**src/rtl/tts_pkg.sv**
```systemverilog
// Shared types and constants for the texture tile swizzle address block.
// No dependencies; every other file in rtl/ imports this package.
package tts_pkg;

  localparam int unsigned ROW_W   = 10;
  localparam int unsigned COL_W   = 12;
  localparam int unsigned BYTE_W  = 8;
  localparam int unsigned DEST_W  = 22;
  localparam int unsigned WIDTH_W = 11;
  localparam int unsigned MODE_W  = 2;
  localparam int unsigned CFG_IDX_W = 1;
  localparam int unsigned CFG_DATA_W = WIDTH_W;

  localparam int unsigned MAX_WIDTH_DEF   = 1024;
  localparam logic [WIDTH_W-1:0] WIDTH_RST = 11'd1024;

  typedef enum logic [MODE_W-1:0] {
    MODE_RGBA8 = 2'd0,
    MODE_C8    = 2'd1,
    MODE_C4    = 2'd2,
    MODE_DXT1  = 2'd3
  } tile_mode_e;

  localparam logic [CFG_IDX_W-1:0] CFG_IDX_MODE  = 1'd0;
  localparam logic [CFG_IDX_W-1:0] CFG_IDX_WIDTH = 1'd1;

  typedef struct packed {
    tile_mode_e         mode;
    logic [WIDTH_W-1:0] width;
  } cfg_t;

  typedef struct packed {
    logic [ROW_W-1:0]  row_index;
    logic [COL_W-1:0]  byte_column;
    logic [BYTE_W-1:0] data_in;
  } in_item_t;

  typedef struct packed {
    logic [DEST_W-1:0] dest_offset;
    logic [BYTE_W-1:0] data_out;
    logic              bad_position;
  } out_item_t;

endpackage

```
**src/rtl/tts_if.sv**
```systemverilog
// Valid/ready channel interfaces for source bytes and tiled results.
// Depends on tts_pkg for field widths.
interface tts_in_if import tts_pkg::*; ();
  logic              valid;
  logic              ready;
  logic [ROW_W-1:0]  row_index;
  logic [COL_W-1:0]  byte_column;
  logic [BYTE_W-1:0] data_in;

  modport source (output valid, row_index, byte_column, data_in, input ready);
  modport sink   (input valid, row_index, byte_column, data_in, output ready);
endinterface

interface tts_out_if import tts_pkg::*; ();
  logic              valid;
  logic              ready;
  logic [DEST_W-1:0] dest_offset;
  logic [BYTE_W-1:0] data_out;
  logic              bad_position;

  modport source (output valid, dest_offset, data_out, bad_position, input ready);
  modport sink   (input valid, dest_offset, data_out, bad_position, output ready);
endinterface

```
**src/rtl/tts_cfg_regs.sv**
```systemverilog
// Configuration registers: tiling mode and texture width.
// Depends on tts_pkg.
module tts_cfg_regs import tts_pkg::*; (
  input  logic                  clk_i,
  input  logic                  rst_ni,
  input  logic                  cfg_we_i,
  input  logic [CFG_IDX_W-1:0]  cfg_idx_i,
  input  logic [CFG_DATA_W-1:0] cfg_wdata_i,
  output cfg_t                  cfg_o
);

  tile_mode_e         mode_q;
  logic [WIDTH_W-1:0] width_q;

  always_ff @(posedge clk_i or negedge rst_ni) begin
    if (!rst_ni) begin
      mode_q  <= MODE_RGBA8;
      width_q <= WIDTH_RST;
    end else if (cfg_we_i) begin
      case (cfg_idx_i)
        CFG_IDX_MODE:  mode_q  <= tile_mode_e'(cfg_wdata_i[MODE_W-1:0]);
        CFG_IDX_WIDTH: width_q <= cfg_wdata_i[WIDTH_W-1:0];
        default: ;
      endcase
    end
  end

  assign cfg_o.mode  = mode_q;
  assign cfg_o.width = width_q;

endmodule

```
**src/rtl/tts_addr_calc.sv**
```systemverilog
// Tiled offset and byte transform for one source byte, purely combinational.
// Depends on tts_pkg.
module tts_addr_calc import tts_pkg::*; #(
  parameter int unsigned MaxWidth = MAX_WIDTH_DEF
) (
  input  cfg_t      cfg_i,
  input  in_item_t  item_i,
  output out_item_t res_o
);

  logic [ROW_W-1:0]   r;
  logic [COL_W-1:0]   c;
  logic [BYTE_W-1:0]  d;
  logic [WIDTH_W-1:0] w;
  logic [12:0]        row_bytes;
  logic [ROW_W-1:0]   row_base;
  logic [13:0]        tile_off;
  logic               misaligned;
  logic               bad;
  logic [DEST_W-1:0]  prod;
  logic [DEST_W-1:0]  dest;
  logic [BYTE_W-1:0]  dout;
  logic [BYTE_W-1:0]  nib_swap;
  logic [BYTE_W-1:0]  pair_rev;

  assign r = item_i.row_index;
  assign c = item_i.byte_column;
  assign d = item_i.data_in;
  assign w = cfg_i.width;

  assign nib_swap = {d[3:0], d[7:4]};
  assign pair_rev = {d[1:0], d[3:2], d[5:4], d[7:6]};

  // Tile-local offset fields never overlap, so the sum is a concatenation.
  always_comb begin
    row_bytes  = {2'b00, w};
    row_base   = {r[ROW_W-1:2], 2'b00};
    tile_off   = {c[11:3], r[1:0], c[2:0]};
    misaligned = (w[2:0] != 3'd0);
    dout       = d;
    case (cfg_i.mode)
      MODE_RGBA8: begin
        row_bytes  = {w, 2'b00};
        misaligned = (w[1:0] != 2'd0);
        tile_off   = {c[11:4], c[1], r[1:0], c[3:2], c[0]};
      end
      MODE_C8: ;
      MODE_C4: begin
        row_bytes = {3'b000, w[WIDTH_W-1:1]};
        row_base  = {r[ROW_W-1:3], 3'b000};
        // an in-row column stays below 512, so its top bit is always zero
        tile_off  = {c[10:2], r[2:0], c[1:0]};
        dout      = nib_swap;
      end
      MODE_DXT1: begin
        row_bytes = {1'b0, w, 1'b0};
        row_base  = {r[ROW_W-1:1], 1'b0};
        // color bytes swap within each 16-bit word; index bytes reverse pairs
        tile_off  = {1'b0, c[11:4], r[0], c[3], c[2], c[1], c[0] ^ ~c[2]};
        dout      = c[2] ? pair_rev : d;
      end
      default: ;
    endcase
  end

  assign bad  = (w > WIDTH_W'(MaxWidth)) || misaligned || ({1'b0, c} >= row_bytes);
  assign prod = DEST_W'(row_base) * DEST_W'(row_bytes);
  assign dest = prod + DEST_W'(tile_off);

  assign res_o.dest_offset  = bad ? '0 : dest;
  assign res_o.data_out     = bad ? '0 : dout;
  assign res_o.bad_position = bad;

endmodule

```
**src/rtl/texture_tile_swizzle_address.sv**
```systemverilog
// Texture tile swizzle address: an accepted item goes to the input register, then to the
// result register; throughput 1 item per cycle while the output is not stalled, set by one
// multiply-add between the two registers. A stalled result blocks new items only once both
// registers are full. Reset clears both valid flags and sets mode rgba8, width 1024.
module texture_tile_swizzle_address import tts_pkg::*; #(
  parameter int unsigned MaxWidth = MAX_WIDTH_DEF
) (
  input  logic                  clk_i,
  input  logic                  rst_ni,
  input  logic                  cfg_we_i,
  input  logic [CFG_IDX_W-1:0]  cfg_idx_i,
  input  logic [CFG_DATA_W-1:0] cfg_wdata_i,
  tts_in_if.sink                item_i,
  tts_out_if.source             result_o
);

  cfg_t      cfg;
  in_item_t  in_d;
  in_item_t  in_q;
  logic      in_valid_q;
  out_item_t res_d;
  out_item_t res_q;
  logic      res_valid_q;
  logic      in_ready;
  logic      res_ready;

  tts_cfg_regs u_cfg (
    .clk_i      (clk_i),
    .rst_ni     (rst_ni),
    .cfg_we_i   (cfg_we_i),
    .cfg_idx_i  (cfg_idx_i),
    .cfg_wdata_i(cfg_wdata_i),
    .cfg_o      (cfg)
  );

  assign res_ready = !res_valid_q || result_o.ready;
  assign in_ready  = !in_valid_q || res_ready;

  assign in_d.row_index   = item_i.row_index;
  assign in_d.byte_column = item_i.byte_column;
  assign in_d.data_in     = item_i.data_in;

  always_ff @(posedge clk_i or negedge rst_ni) begin
    if (!rst_ni) begin
      in_valid_q  <= 1'b0;
      res_valid_q <= 1'b0;
    end else begin
      if (in_ready) begin
        in_valid_q <= item_i.valid;
      end
      if (res_ready) begin
        res_valid_q <= in_valid_q;
      end
    end
  end

  always_ff @(posedge clk_i) begin
    if (item_i.valid && in_ready) begin
      in_q <= in_d;
    end
    if (in_valid_q && res_ready) begin
      res_q <= res_d;
    end
  end

  tts_addr_calc #(
    .MaxWidth(MaxWidth)
  ) u_calc (
    .cfg_i (cfg),
    .item_i(in_q),
    .res_o (res_d)
  );

  assign item_i.ready          = in_ready;
  assign result_o.valid        = res_valid_q;
  assign result_o.dest_offset  = res_q.dest_offset;
  assign result_o.data_out     = res_q.data_out;
  assign result_o.bad_position = res_q.bad_position;

endmodule

```
**src/flat_wrapper.sv**
```systemverilog
// flat-port wrapper written by rule: the top's interface ports become plain ports
module texture_tile_swizzle_address_flat import tts_pkg::*;
#(
  parameter int unsigned MaxWidth = MAX_WIDTH_DEF
)
  (clk_i, rst_ni, cfg_we_i, cfg_idx_i, cfg_wdata_i, item_i_valid, item_i_row_index, item_i_byte_column, item_i_data_in, item_i_ready, result_o_valid, result_o_dest_offset, result_o_data_out, result_o_bad_position, result_o_ready);
  tts_in_if item_i_i ();
  tts_out_if result_o_i ();
  input  logic clk_i;
  input  logic rst_ni;
  input  logic cfg_we_i;
  input  logic [CFG_IDX_W-1:0] cfg_idx_i;
  input  logic [CFG_DATA_W-1:0] cfg_wdata_i;
  input wire logic [$bits(item_i_i.valid)-1:0] item_i_valid;
  input wire logic [$bits(item_i_i.row_index)-1:0] item_i_row_index;
  input wire logic [$bits(item_i_i.byte_column)-1:0] item_i_byte_column;
  input wire logic [$bits(item_i_i.data_in)-1:0] item_i_data_in;
  output wire logic [$bits(item_i_i.ready)-1:0] item_i_ready;
  output wire logic [$bits(result_o_i.valid)-1:0] result_o_valid;
  output wire logic [$bits(result_o_i.dest_offset)-1:0] result_o_dest_offset;
  output wire logic [$bits(result_o_i.data_out)-1:0] result_o_data_out;
  output wire logic [$bits(result_o_i.bad_position)-1:0] result_o_bad_position;
  input wire logic [$bits(result_o_i.ready)-1:0] result_o_ready;
  assign item_i_i.valid = item_i_valid;
  assign item_i_i.row_index = item_i_row_index;
  assign item_i_i.byte_column = item_i_byte_column;
  assign item_i_i.data_in = item_i_data_in;
  assign item_i_ready = item_i_i.ready;
  assign result_o_valid = result_o_i.valid;
  assign result_o_dest_offset = result_o_i.dest_offset;
  assign result_o_data_out = result_o_i.data_out;
  assign result_o_bad_position = result_o_i.bad_position;
  assign result_o_i.ready = result_o_ready;
  texture_tile_swizzle_address #(.MaxWidth(MaxWidth)) u_core (.clk_i(clk_i), .rst_ni(rst_ni), .cfg_we_i(cfg_we_i), .cfg_idx_i(cfg_idx_i), .cfg_wdata_i(cfg_wdata_i), .item_i(item_i_i), .result_o(result_o_i));
endmodule
```
**config.mk**
```make
export PLATFORM = sky130hd
export DESIGN_NAME = texture_tile_swizzle_address_flat
export DESIGN_NICKNAME = d
export VERILOG_FILES = /design/src/rtl/tts_pkg.sv /design/src/rtl/tts_if.sv /design/src/rtl/tts_cfg_regs.sv /design/src/rtl/tts_addr_calc.sv /design/src/rtl/texture_tile_swizzle_address.sv /design/src/flat_wrapper.sv
export SDC_FILE = /design/constraint.sdc
export NUM_CORES = 1
export LEC_CHECK = 0
export ABC_AREA = 0
export BUFFER_PORTS_ARGS = -buffer_cell sky130_fd_sc_hd__buf_2
export CORE_MARGIN = 1.5
export CORE_UTILIZATION = 50
export CTS_BUF_LIST = sky130_fd_sc_hd__clkbuf_4 sky130_fd_sc_hd__clkbuf_8
export DETAILED_ROUTE_END_ITERATION = 7
export PLACE_DENSITY_LB_ADDON = 0.2
export SLEW_MARGIN = 20
export SYNTH_ARGS = -nofsm -noshare
export SYNTH_HDL_FRONTEND = slang
export SYNTH_HIERARCHICAL = 1
export SYNTH_SLANG_ARGS = --single-unit
```
**constraint.sdc**
```tcl
create_clock -name clk_i -period 16.2 [get_ports clk_i]
set_clock_uncertainty 0.05 [all_clocks]
set_input_delay 3.24 -clock clk_i [delete_from_list [all_inputs] [get_ports clk_i]]
set_output_delay 3.24 -clock clk_i [all_outputs]
set_load 0.02 [all_outputs]
```
==> results of run 1 <==
-- metrics by stage --
| step | setup WS (ns) | util | std cells | cell area (sq um) | hold WS (ns) |
|---|---|---|---|---|---|
| global route | 9.235 | 0.5582 | 1057 | 8802 | 0.5309 |
| finish | 9.251 | 0.5582 | 1057 | 8802 | 0.5158 |
| floorplan | 9.494 | - | 775 | 8003 | 0.4527 |
| detailed placement | 9.246 | 0.5427 | 1041 | 8558 | 0.5000 |
| CTS | 9.245 | 0.5582 | 1057 | 8802 | 0.5200 |
| global placement | 9.260 | 0.5427 | 1041 | 8558 | 0.4792 |
-- layer usage --
layer,vias up,wire (microns)
li1,2694,-
met1,2672,7558
met2,142,7427
met3,15,812
met4,0,242
met5,-,0
-- cell families (layout without fill, tap and decap cells) --
| family | Yosys count | after routing |
|---|---|---|
| compound gates | 94 | 94 |
| xor+xnor | 16 | 16 |
| fa+ha+maj | 163 | 163 |
| buf+inv | 168 | 234 |
| flops | 76 | 76 |
| mux | 34 | 34 |
| other cells | 2 | 2 |
| simple gates | 222 | 222 |
-- flip-flops by register name, indices dropped and copies added (netlist names) --
name                          count
u_core/u_cfg/width_q             11
u_core/u_cfg/mode_q               2
u_core/result_o.valid             1
u_core/in_q                      30
u_core/result_o.data_out          8
u_core/result_o.dest_offset      22
u_core/result_o.bad_position      1
u_core/in_valid_q                 1
-- cells in the mapped netlist, types with 2 or more instances --
library cell	count
sky130_fd_sc_hd__inv_1	135
sky130_fd_sc_hd__fa_1	87
sky130_fd_sc_hd__ha_1	76
sky130_fd_sc_hd__nand2_1	75
sky130_fd_sc_hd__edfxtp_1	61
sky130_fd_sc_hd__nor2_1	44
sky130_fd_sc_hd__and2_1	40
sky130_fd_sc_hd__a21oi_1	22
sky130_fd_sc_hd__clkbuf_1	19
sky130_fd_sc_hd__dfrtp_1	14
sky130_fd_sc_hd__nand4_1	14
sky130_fd_sc_hd__a21o_1	12
sky130_fd_sc_hd__xnor2_1	12
sky130_fd_sc_hd__mux2_1	10
sky130_fd_sc_hd__o21ai_0	10
sky130_fd_sc_hd__a211oi_1	9
sky130_fd_sc_hd__mux2i_1	9
sky130_fd_sc_hd__mux4_2	9
sky130_fd_sc_hd__nor2b_1	9
sky130_fd_sc_hd__a211oi_2	8
sky130_fd_sc_hd__buf_2	8
sky130_fd_sc_hd__nand3_1	8
sky130_fd_sc_hd__o22ai_1	8
sky130_fd_sc_hd__and3_1	7
sky130_fd_sc_hd__mux2_2	6
sky130_fd_sc_hd__nand2b_1	6
sky130_fd_sc_hd__nor3_1	4
sky130_fd_sc_hd__nor3_2	4
sky130_fd_sc_hd__xor2_1	4
sky130_fd_sc_hd__buf_1	3
sky130_fd_sc_hd__o211ai_1	3
sky130_fd_sc_hd__o21a_1	3
sky130_fd_sc_hd__or3_1	3
sky130_fd_sc_hd__a22o_1	2
sky130_fd_sc_hd__buf_6	2
sky130_fd_sc_hd__conb_1	2
sky130_fd_sc_hd__nor4_1	2
sky130_fd_sc_hd__o21ai_1	2
-- final timing paths --
| check | from | to |
|---|---|---|
| max | result_o_ready | item_i_ready |
| min | u_core/in_valid_q | u_core/result_o.valid |
| max reg2reg | u_core/u_cfg/mode_q[1] | u_core/result_o.dest_offset[19] |
| min reg2reg | u_core/in_valid_q | u_core/result_o.valid |
| max in group asynchronous | rst_ni | u_core/u_cfg/width_q[10] |
| min in group asynchronous | rst_ni | u_core/in_valid_q |
-- area by class of cell --
cell class / instances / share of cell area
Inverter: 135 / 0.05757
Multi-Input combinational cell: 531 / 0.5846
Timing Repair Buffer: 83 / 0.04833
Sequential cell: 76 / 0.2510
Tap cell: 216 / 0.03070
Clock buffer: 10 / 0.01493
Clock inverter: 6 / 0.01279
==> flow_summary.html, run 1 <==
<table>
<tr><th>Metric</th><th>Value</th></tr>
<tr><th colspan="2">Setup path</th></tr>
<tr><td>Worst-path fanout max</td><td>3</td></tr>
<tr><td>Biggest cell delay along the critical path</td><td>0.16 ns</td></tr>
<tr><td>Number of cells on the critical path</td><td>3</td></tr>
<tr><td>Combined buffer and inverter count along the critical path</td><td>2</td></tr>
<tr><td>Length in cells of the worst reg-to-reg path</td><td>18</td></tr>
<tr><td>Crit path top cell by count</td><td>sky130_fd_sc_hd__buf_2</td></tr>
<tr><td>Cells traversed along the worst timing path</td><td>buf_2 -&gt; nand3b_4 -&gt; buf_2</td></tr>
<tr><td>Cell type group with the largest total delay on the critical path</td><td>buffers and inverters</td></tr>
<tr><td>Setup crit end kind</td><td>output pin</td></tr>
<tr><td>Required time worst endpoint</td><td>12.91 ns</td></tr>
<tr><td>Data arrival time of the worst path</td><td>3.66 ns</td></tr>
<tr><td>R2r setup slk</td><td>9.61 ns</td></tr>
<tr><td>Cell type of the slowest stage on the worst timing path</td><td>sky130_fd_sc_hd__buf_2</td></tr>
<tr><td>Kind of critical path</td><td>primary input to output pin</td></tr>
<tr><td>Type of element launching the critical path</td><td>primary input</td></tr>
<tr><th colspan="2">Routing</th></tr>
<tr><td>Via Count</td><td>5523</td></tr>
<tr><td>Router iterations before antenna repair</td><td>4</td></tr>
<tr><td>Mean number of vias per cell</td><td>5.225</td></tr>
<tr><td>Average detailed-routed wire length per instance</td><td>15.18 microns</td></tr>
<tr><td>Residual DRC count</td><td>0</td></tr>
<tr><td>Starting DRC count in detailed routing</td><td>455</td></tr>
<tr><td>Total wire length</td><td>16040 microns</td></tr>
<tr><td>Antenna Violating Nets Remaining</td><td>0</td></tr>
<tr><th colspan="2">Global routing</th></tr>
<tr><td>Number of global-route vias before repair</td><td>5617</td></tr>
<tr><td>GRT met3 Usage</td><td>0.04294</td></tr>
<tr><td>Met2 layer usage reported by global route</td><td>0.3320</td></tr>
<tr><td>Met1 Use GR</td><td>0.2834</td></tr>
<tr><td>Pin count of the biggest net entering global routing</td><td>41</td></tr>
<tr><td>Total overflow reported by the global router</td><td>0</td></tr>
<tr><td>First-pass GRT wire length</td><td>26750 microns</td></tr>
<tr><td>GRT busiest layer</td><td>met2</td></tr>
<tr><td>Antenna violations before repair</td><td>0</td></tr>
<tr><td>All-layer global routing usage</td><td>0.2061</td></tr>
<tr><th colspan="2">CTS</th></tr>
<tr><td>Post-CTS Hold Fix Bufs</td><td>0</td></tr>
<tr><td>Inserted Clock Buffers</td><td>9</td></tr>
<tr><td>TritonCTS clock tree</td><td>done</td></tr>
<tr><td>Clock network latency to the later pin of the worst-skew pair</td><td>0.37 ns</td></tr>
<tr><td>PostCTS Resize Cnt</td><td>0</td></tr>
<tr><td>Maximum buffer depth of the clock tree</td><td>2</td></tr>
<tr><td>Post-CTS setup-driven buffer insertion count</td><td>0</td></tr>
<tr><td>Clock sink total</td><td>76</td></tr>
<tr><td>Cell chosen for the clock root</td><td>sky130_fd_sc_hd__clkbuf_8</td></tr>
<tr><td>Reg clk slew, reported paths</td><td>0.08 ns</td></tr>
<tr><td>H-tree levels</td><td>3</td></tr>
<tr><th colspan="2">Outcome</th></tr>
<tr><td>Outcome</td><td>complete, no violations</td></tr>
<tr><th colspan="2">Synthesis</th></tr>
<tr><td>Dominant cell type by area after synthesis</td><td>sky130_fd_sc_hd__edfxtp_1</td></tr>
<tr><td>Netlist area before placement</td><td>8003 sq um</td></tr>
<tr><td>Simple-gate share of the synthesized area</td><td>0.1398</td></tr>
<tr><td>Count of flip-flops with a built-in enable after synthesis</td><td>61</td></tr>
<tr><td>Dominant combinational cell family by area after synthesis</td><td>adder cells</td></tr>
<tr><td>Most instantiated flip-flop cell in the synthesis netlist</td><td>sky130_fd_sc_hd__edfxtp_1</td></tr>
<tr><td>Total nets after synthesis</td><td>985</td></tr>
<tr><td>Share of synthesized flip-flops with an asynchronous set or reset</td><td>0.1974</td></tr>
<tr><td>Netlist cell types</td><td>61</td></tr>
<tr><td>Multiplexer share of the synthesized area</td><td>0.05910</td></tr>
<tr><td>Complex-gate fraction of the synthesized area</td><td>0.08787</td></tr>
<tr><td>Syn avg cell area</td><td>10.33 sq um</td></tr>
<tr><td>Post-Synth XOR/XNOR Area</td><td>0.01751</td></tr>
<tr><td>Sequential element share of the synthesized area</td><td>0.2760</td></tr>
<tr><td>Area share of the largest cell type after synthesis</td><td>0.2289</td></tr>
<tr><td>Flip-flop and latch count after synthesis</td><td>76</td></tr>
<tr><td>Cells after synthesis</td><td>775</td></tr>
<tr><td>Largest cells by area after synthesis</td><td>sky130_fd_sc_hd__edfxtp_1 23%, sky130_fd_sc_hd__fa_1 22%, sky130_fd_sc_hd__ha_1 12%</td></tr>
<tr><td>Adder-cell share of the synthesized area</td><td>0.3365</td></tr>
<tr><td>Number of warnings reported in the yosys synthesis log</td><td>6</td></tr>
<tr><th colspan="2">Placement</th></tr>
<tr><td>Count of port buffers added during placement</td><td>79</td></tr>
<tr><td>Hpwl dp</td><td>13200 microns</td></tr>
<tr><td>Routability cong.</td><td>0.8618</td></tr>
<tr><th colspan="2">Timing</th></tr>
<tr><td>Fmax</td><td>143.9 MHz</td></tr>
<tr><td>Number of pins exceeding their max-slew limit in the final report</td><td>0</td></tr>
<tr><td>Slew margin rel.</td><td>0.5406</td></tr>
<tr><td>Final Hold Viols</td><td>0</td></tr>
<tr><td>Final worst-path cycle share</td><td>0.4289</td></tr>
<tr><td>Minimum clock period after layout</td><td>6.949 ns</td></tr>
<tr><td>Setup TNS</td><td>0 ns</td></tr>
<tr><td>Setup repair after global routing missed its margin</td><td>no</td></tr>
<tr><td>Slew at the pin closest to its max-slew limit</td><td>0.6877 ns</td></tr>
<tr><td>Total of endpoints with negative setup slack in the final report</td><td>0</td></tr>
<tr><th colspan="2">Cells and area</th></tr>
<tr><td>Number of inserted filler cells in the final layout</td><td>1445</td></tr>
<tr><td>Most common cell after layout, fill and taps aside</td><td>sky130_fd_sc_hd__inv_1</td></tr>
<tr><td>Highest-count cells in the layout ignoring fill and taps</td><td>135 x sky130_fd_sc_hd__inv_1, 87 x sky130_fd_sc_hd__fa_1, 79 x sky130_fd_sc_hd__buf_2</td></tr>
<tr><td>Fraction of layout instances using a drive strength above 1</td><td>0.1605</td></tr>
<tr><td>Register area</td><td>2210 sq um</td></tr>
<tr><td>Net count of the finished layout</td><td>1046</td></tr>
<tr><td>Multi-input combinational cell area</td><td>5146 sq um</td></tr>
<tr><td>Layout area overhead</td><td>9.991%</td></tr>
<tr><td>Total inserted antenna cells</td><td>0</td></tr>
<tr><th colspan="2">Worst hold path</th></tr>
<tr><td>Worst min-delay path class</td><td>flip-flop to flip-flop</td></tr>
<tr><td>Number of cells traversed by the worst hold path</td><td>1</td></tr>
<tr><th colspan="2">Floorplan</th></tr>
<tr><td>Overall die height</td><td>129.5 microns</td></tr>
<tr><td>Standard-cell rows</td><td>46</td></tr>
<tr><td>Die width</td><td>129.5 microns</td></tr>
<tr><td>Floorplan die area</td><td>16770 sq um</td></tr>
<tr><td>Effective utilization at floorplan</td><td>0.5075</td></tr>
<tr><td>IO Count</td><td>80</td></tr>
<tr><td>Area of the core region</td><td>15770 sq um</td></tr>
<tr><th colspan="2">Run</th></tr>
<tr><td>Count of max-cap constraint violations</td><td>0</td></tr>
</table>
Power of run 1 is left out: the tool's default activity adds up to more than one toggle a clock period on the data nets, which glitch-free logic cannot reach.
==> inputs of run 2 (changes only) <==
clock period = 5.7 ns   (was 16.2 ns; I/O delays follow)
==> run 2 against run 1 <==
- cell count rose by 6.1%
- utilization rose by 5.0 points
- sequential share of layout area fell by 2.1 points
- worst hold slack got worse by 0.010 ns
- register-to-register slack got worse by 9.6 ns
- die area did not move
==> flow_summary.html, run 2 (synthesized netlist as in run 1, its figures left out) <==
<table>
<tr><th>Metric</th><th>Value</th></tr>
<tr><th colspan="2">Outcome</th></tr>
<tr><td>Outcome</td><td>complete, no violations</td></tr>
<tr><th colspan="2">Routing</th></tr>
<tr><td>Average detailed-routed wire length per instance</td><td>16.41 microns (+8.1%)</td></tr>
<tr><td>Antenna Violating Nets Remaining</td><td>0 (unchanged)</td></tr>
<tr><td>Via Count</td><td>5980 (+8.3%)</td></tr>
<tr><td>Total wire length</td><td>18410 microns (+15%)</td></tr>
<tr><td>Mean number of vias per cell</td><td>5.330 (+2.0%)</td></tr>
<tr><td>Starting DRC count in detailed routing</td><td>332 (-27%)</td></tr>
<tr><td>Residual DRC count</td><td>0 (unchanged)</td></tr>
<tr><td>Router iterations before antenna repair</td><td>4 (unchanged)</td></tr>
<tr><th colspan="2">Timing</th></tr>
<tr><td>Fmax</td><td>175.6 MHz</td></tr>
<tr><td>Minimum clock period after layout</td><td>5.696 ns</td></tr>
<tr><td>Final setup margin</td><td>0.003978 ns (-9.247 ns)</td></tr>
<tr><td>Setup repair after global routing missed its margin</td><td>yes</td></tr>
<tr><td>Total of endpoints with negative setup slack in the final report</td><td>0 (unchanged)</td></tr>
<tr><td>Final Hold Viols</td><td>0 (unchanged)</td></tr>
<tr><td>Number of pins exceeding their max-slew limit in the final report</td><td>0 (unchanged)</td></tr>
<tr><td>Slew margin rel.</td><td>0.2546 (-0.2860)</td></tr>
<tr><td>Slew at the pin closest to its max-slew limit</td><td>1.118 ns (+0.4305 ns)</td></tr>
<tr><td>Final worst-path cycle share</td><td>0.9993</td></tr>
<tr><th colspan="2">Global routing</th></tr>
<tr><td>Antenna violations before repair</td><td>0 (unchanged)</td></tr>
<tr><td>All-layer global routing usage</td><td>0.2282 (+0.02212)</td></tr>
<tr><td>Pin count of the biggest net entering global routing</td><td>32 (-22%)</td></tr>
<tr><td>Total overflow reported by the global router</td><td>0 (unchanged)</td></tr>
<tr><td>Number of global-route vias before repair</td><td>6124 (+9.0%)</td></tr>
<tr><td>First-pass GRT wire length</td><td>29530 microns (+10%)</td></tr>
<tr><th colspan="2">CTS</th></tr>
<tr><td>Reg clk slew, reported paths</td><td>0.08 ns (about the same)</td></tr>
<tr><td>Post-CTS Hold Fix Bufs</td><td>0 (unchanged)</td></tr>
<tr><td>Clock sink total</td><td>76 (unchanged)</td></tr>
<tr><td>Maximum buffer depth of the clock tree</td><td>2 (unchanged)</td></tr>
<tr><td>Cell chosen for the clock root</td><td>sky130_fd_sc_hd__clkbuf_8</td></tr>
<tr><td>Inserted Clock Buffers</td><td>9 (unchanged)</td></tr>
<tr><td>H-tree levels</td><td>3 (unchanged)</td></tr>
<tr><td>TritonCTS clock tree</td><td>done</td></tr>
<tr><td>Clock network latency to the later pin of the worst-skew pair</td><td>0.37 ns (about the same)</td></tr>
<tr><th colspan="2">Setup path</th></tr>
<tr><td>Data arrival time of the worst path</td><td>5.74 ns (+2.08 ns)</td></tr>
<tr><td>R2r setup slk</td><td>0.004 ns (-9.61 ns)</td></tr>
<tr><td>Required time worst endpoint</td><td>5.74 ns (-7.17 ns)</td></tr>
<tr><td>Type of element launching the critical path</td><td>flip-flop</td></tr>
<tr><td>Setup crit end kind</td><td>flip-flop</td></tr>
<tr><td>Kind of critical path</td><td>flip-flop to flip-flop</td></tr>
<tr><td>Worst-path fanout max</td><td>6 (+3)</td></tr>
<tr><th colspan="2">Run</th></tr>
<tr><td>Count of max-cap constraint violations</td><td>0 (unchanged)</td></tr>
<tr><th colspan="2">Placement</th></tr>
<tr><td>Routability cong.</td><td>0.9173 (+6.4%)</td></tr>
<tr><td>Count of port buffers added during placement</td><td>79 (unchanged)</td></tr>
<tr><td>Placed Instances</td><td>1096 (+5.3%)</td></tr>
<tr><td>Setup slack after placement</td><td>-0.1186 ns (-9.365 ns)</td></tr>
<tr><td>Hpwl dp</td><td>14610 microns (+11%)</td></tr>
<tr><td>Placed Area</td><td>9012 sq um (+5.3%)</td></tr>
<tr><th colspan="2">Floorplan</th></tr>
<tr><td>Standard-cell rows</td><td>46 (unchanged)</td></tr>
<tr><td>IO Count</td><td>80 (unchanged)</td></tr>
<tr><td>Floorplan die area</td><td>16770 sq um (unchanged)</td></tr>
<tr><td>Effective utilization at floorplan</td><td>0.5075 (unchanged)</td></tr>
<tr><td>Die width</td><td>129.5 microns (unchanged)</td></tr>
<tr><td>Overall die height</td><td>129.5 microns (unchanged)</td></tr>
<tr><td>Area of the core region</td><td>15770 sq um (unchanged)</td></tr>
<tr><th colspan="2">Cells and area</th></tr>
<tr><td>Register name with the most flops</td><td>u_core/in_q</td></tr>
<tr><td>Final Non-Filler Cells</td><td>1122 (+6.1%)</td></tr>
<tr><td>Number of inserted filler cells in the final layout</td><td>1325 (-8.3%)</td></tr>
<tr><td>Fraction of layout instances using a drive strength above 1</td><td>0.2693 (+0.1088)</td></tr>
<tr><td>Total non-filler cell area in the finished layout</td><td>9589 sq um (+8.9%)</td></tr>
<tr><td>Net count of the finished layout</td><td>1111 (+6.2%)</td></tr>
<tr><td>Flip-flop count of the largest register, all copies and words added</td><td>30 (unchanged)</td></tr>
<tr><td>Highest-count cells in the layout ignoring fill and taps</td><td>128 x sky130_fd_sc_hd__inv_1, 87 x sky130_fd_sc_hd__fa_1, 80 x sky130_fd_sc_hd__buf_2</td></tr>
<tr><td>Total inserted antenna cells</td><td>0 (unchanged)</td></tr>
<tr><td>Layout area overhead</td><td>19.82%</td></tr>
<tr><td>Most common cell after layout, fill and taps aside</td><td>sky130_fd_sc_hd__inv_1</td></tr>
<tr><th colspan="2">Worst hold path</th></tr>
<tr><td>Worst min-delay path class</td><td>flip-flop to flip-flop</td></tr>
</table>
run 2: cell types whose count changed in the layout (fill, tap and decap cells not counted), sizes merged:
cell / change
bufinv: -1
buf: +64
clkinv: -1
inv: +3
run 2: metrics by stage:
stage	hold slack [ns]	utilization	TNS [ns]
floorplan	0.4527	-	0
global placement	0.4803	0.5715	-0.05095
detailed placement	0.4850	0.5715	-0.5744
CTS	0.5092	0.5912	-0.02181
global route	0.5363	0.6081	-1.479
finish	0.5055	0.6081	0
run 2: worst paths after layout:
check,startpoint,to,cells past startpoint
max in group asynchronous,rst_ni,u_core/u_cfg/width_q[10],1
min in group asynchronous,rst_ni,u_core/u_cfg/width_q[9],1
max,u_core/u_cfg/mode_q[1],u_core/result_o.dest_offset[18],18
max reg2reg,u_core/u_cfg/mode_q[1],u_core/result_o.dest_offset[18],18
min,u_core/in_valid_q,u_core/result_o.valid,1
min reg2reg,u_core/in_valid_q,u_core/result_o.valid,1
run 2: final cells by class:
type	instances	area [sq um]	area share
clock buffer	9	123.9	0.01292
clock inverter	7	106.4	0.01109
inverter	135	506.7	0.05284
multi-input combinational	531	5408	0.5639
sequential	76	2210	0.2304
tap	216	270.3	0.02818
timing repair buffer	148	964.7	0.1006
run 2: timing repair:
action / 4_1_cts / 5_1_grt
gates cloned: 0 / 1
resized for setup: 6 / 43
endpoints found under the setup margin: 8 / 12
pin swaps: 6 / 53
setup buffers: 3 / 6
run 2: worst max-delay path, stage by stage, from the launching register on:
cell and delay (ns):
sky130_fd_sc_hd__dfrtp_2 0.46, sky130_fd_sc_hd__buf_12 0.13, sky130_fd_sc_hd__mux4_2 0.57, sky130_fd_sc_hd__and2_4 0.20, sky130_fd_sc_hd__fa_1 0.51, sky130_fd_sc_hd__inv_1 0.06, sky130_fd_sc_hd__fa_1 0.47, sky130_fd_sc_hd__inv_1 0.05
sky130_fd_sc_hd__fa_1 0.45, sky130_fd_sc_hd__fa_1 0.51, sky130_fd_sc_hd__inv_1 0.05, sky130_fd_sc_hd__fa_1 0.49, sky130_fd_sc_hd__inv_2 0.05, sky130_fd_sc_hd__ha_4 0.24, sky130_fd_sc_hd__a2111o_1 0.44, sky130_fd_sc_hd__o2111ai_1 0.29
sky130_fd_sc_hd__a211oi_2 0.15, sky130_fd_sc_hd__nor3_1 0.20, sky130_fd_sc_hd__nor3_2 0.07
run 2: layer usage:
layer | wire length (microns) | track usage | vias to the layer above | part of all wire
met2 | 8389 | 0.3614 | 220 | 0.46
met1 | 8400 | 0.3126 | 2889 | 0.46
met4 | 526 | 0.08301 | 0 | 0.029
met5 | 0 | 0 | - | 0
li1 | - | - | 2829 | -
met3 | 1098 | 0.04707 | 42 | 0.060
Power of run 2 is left out for the same reason.
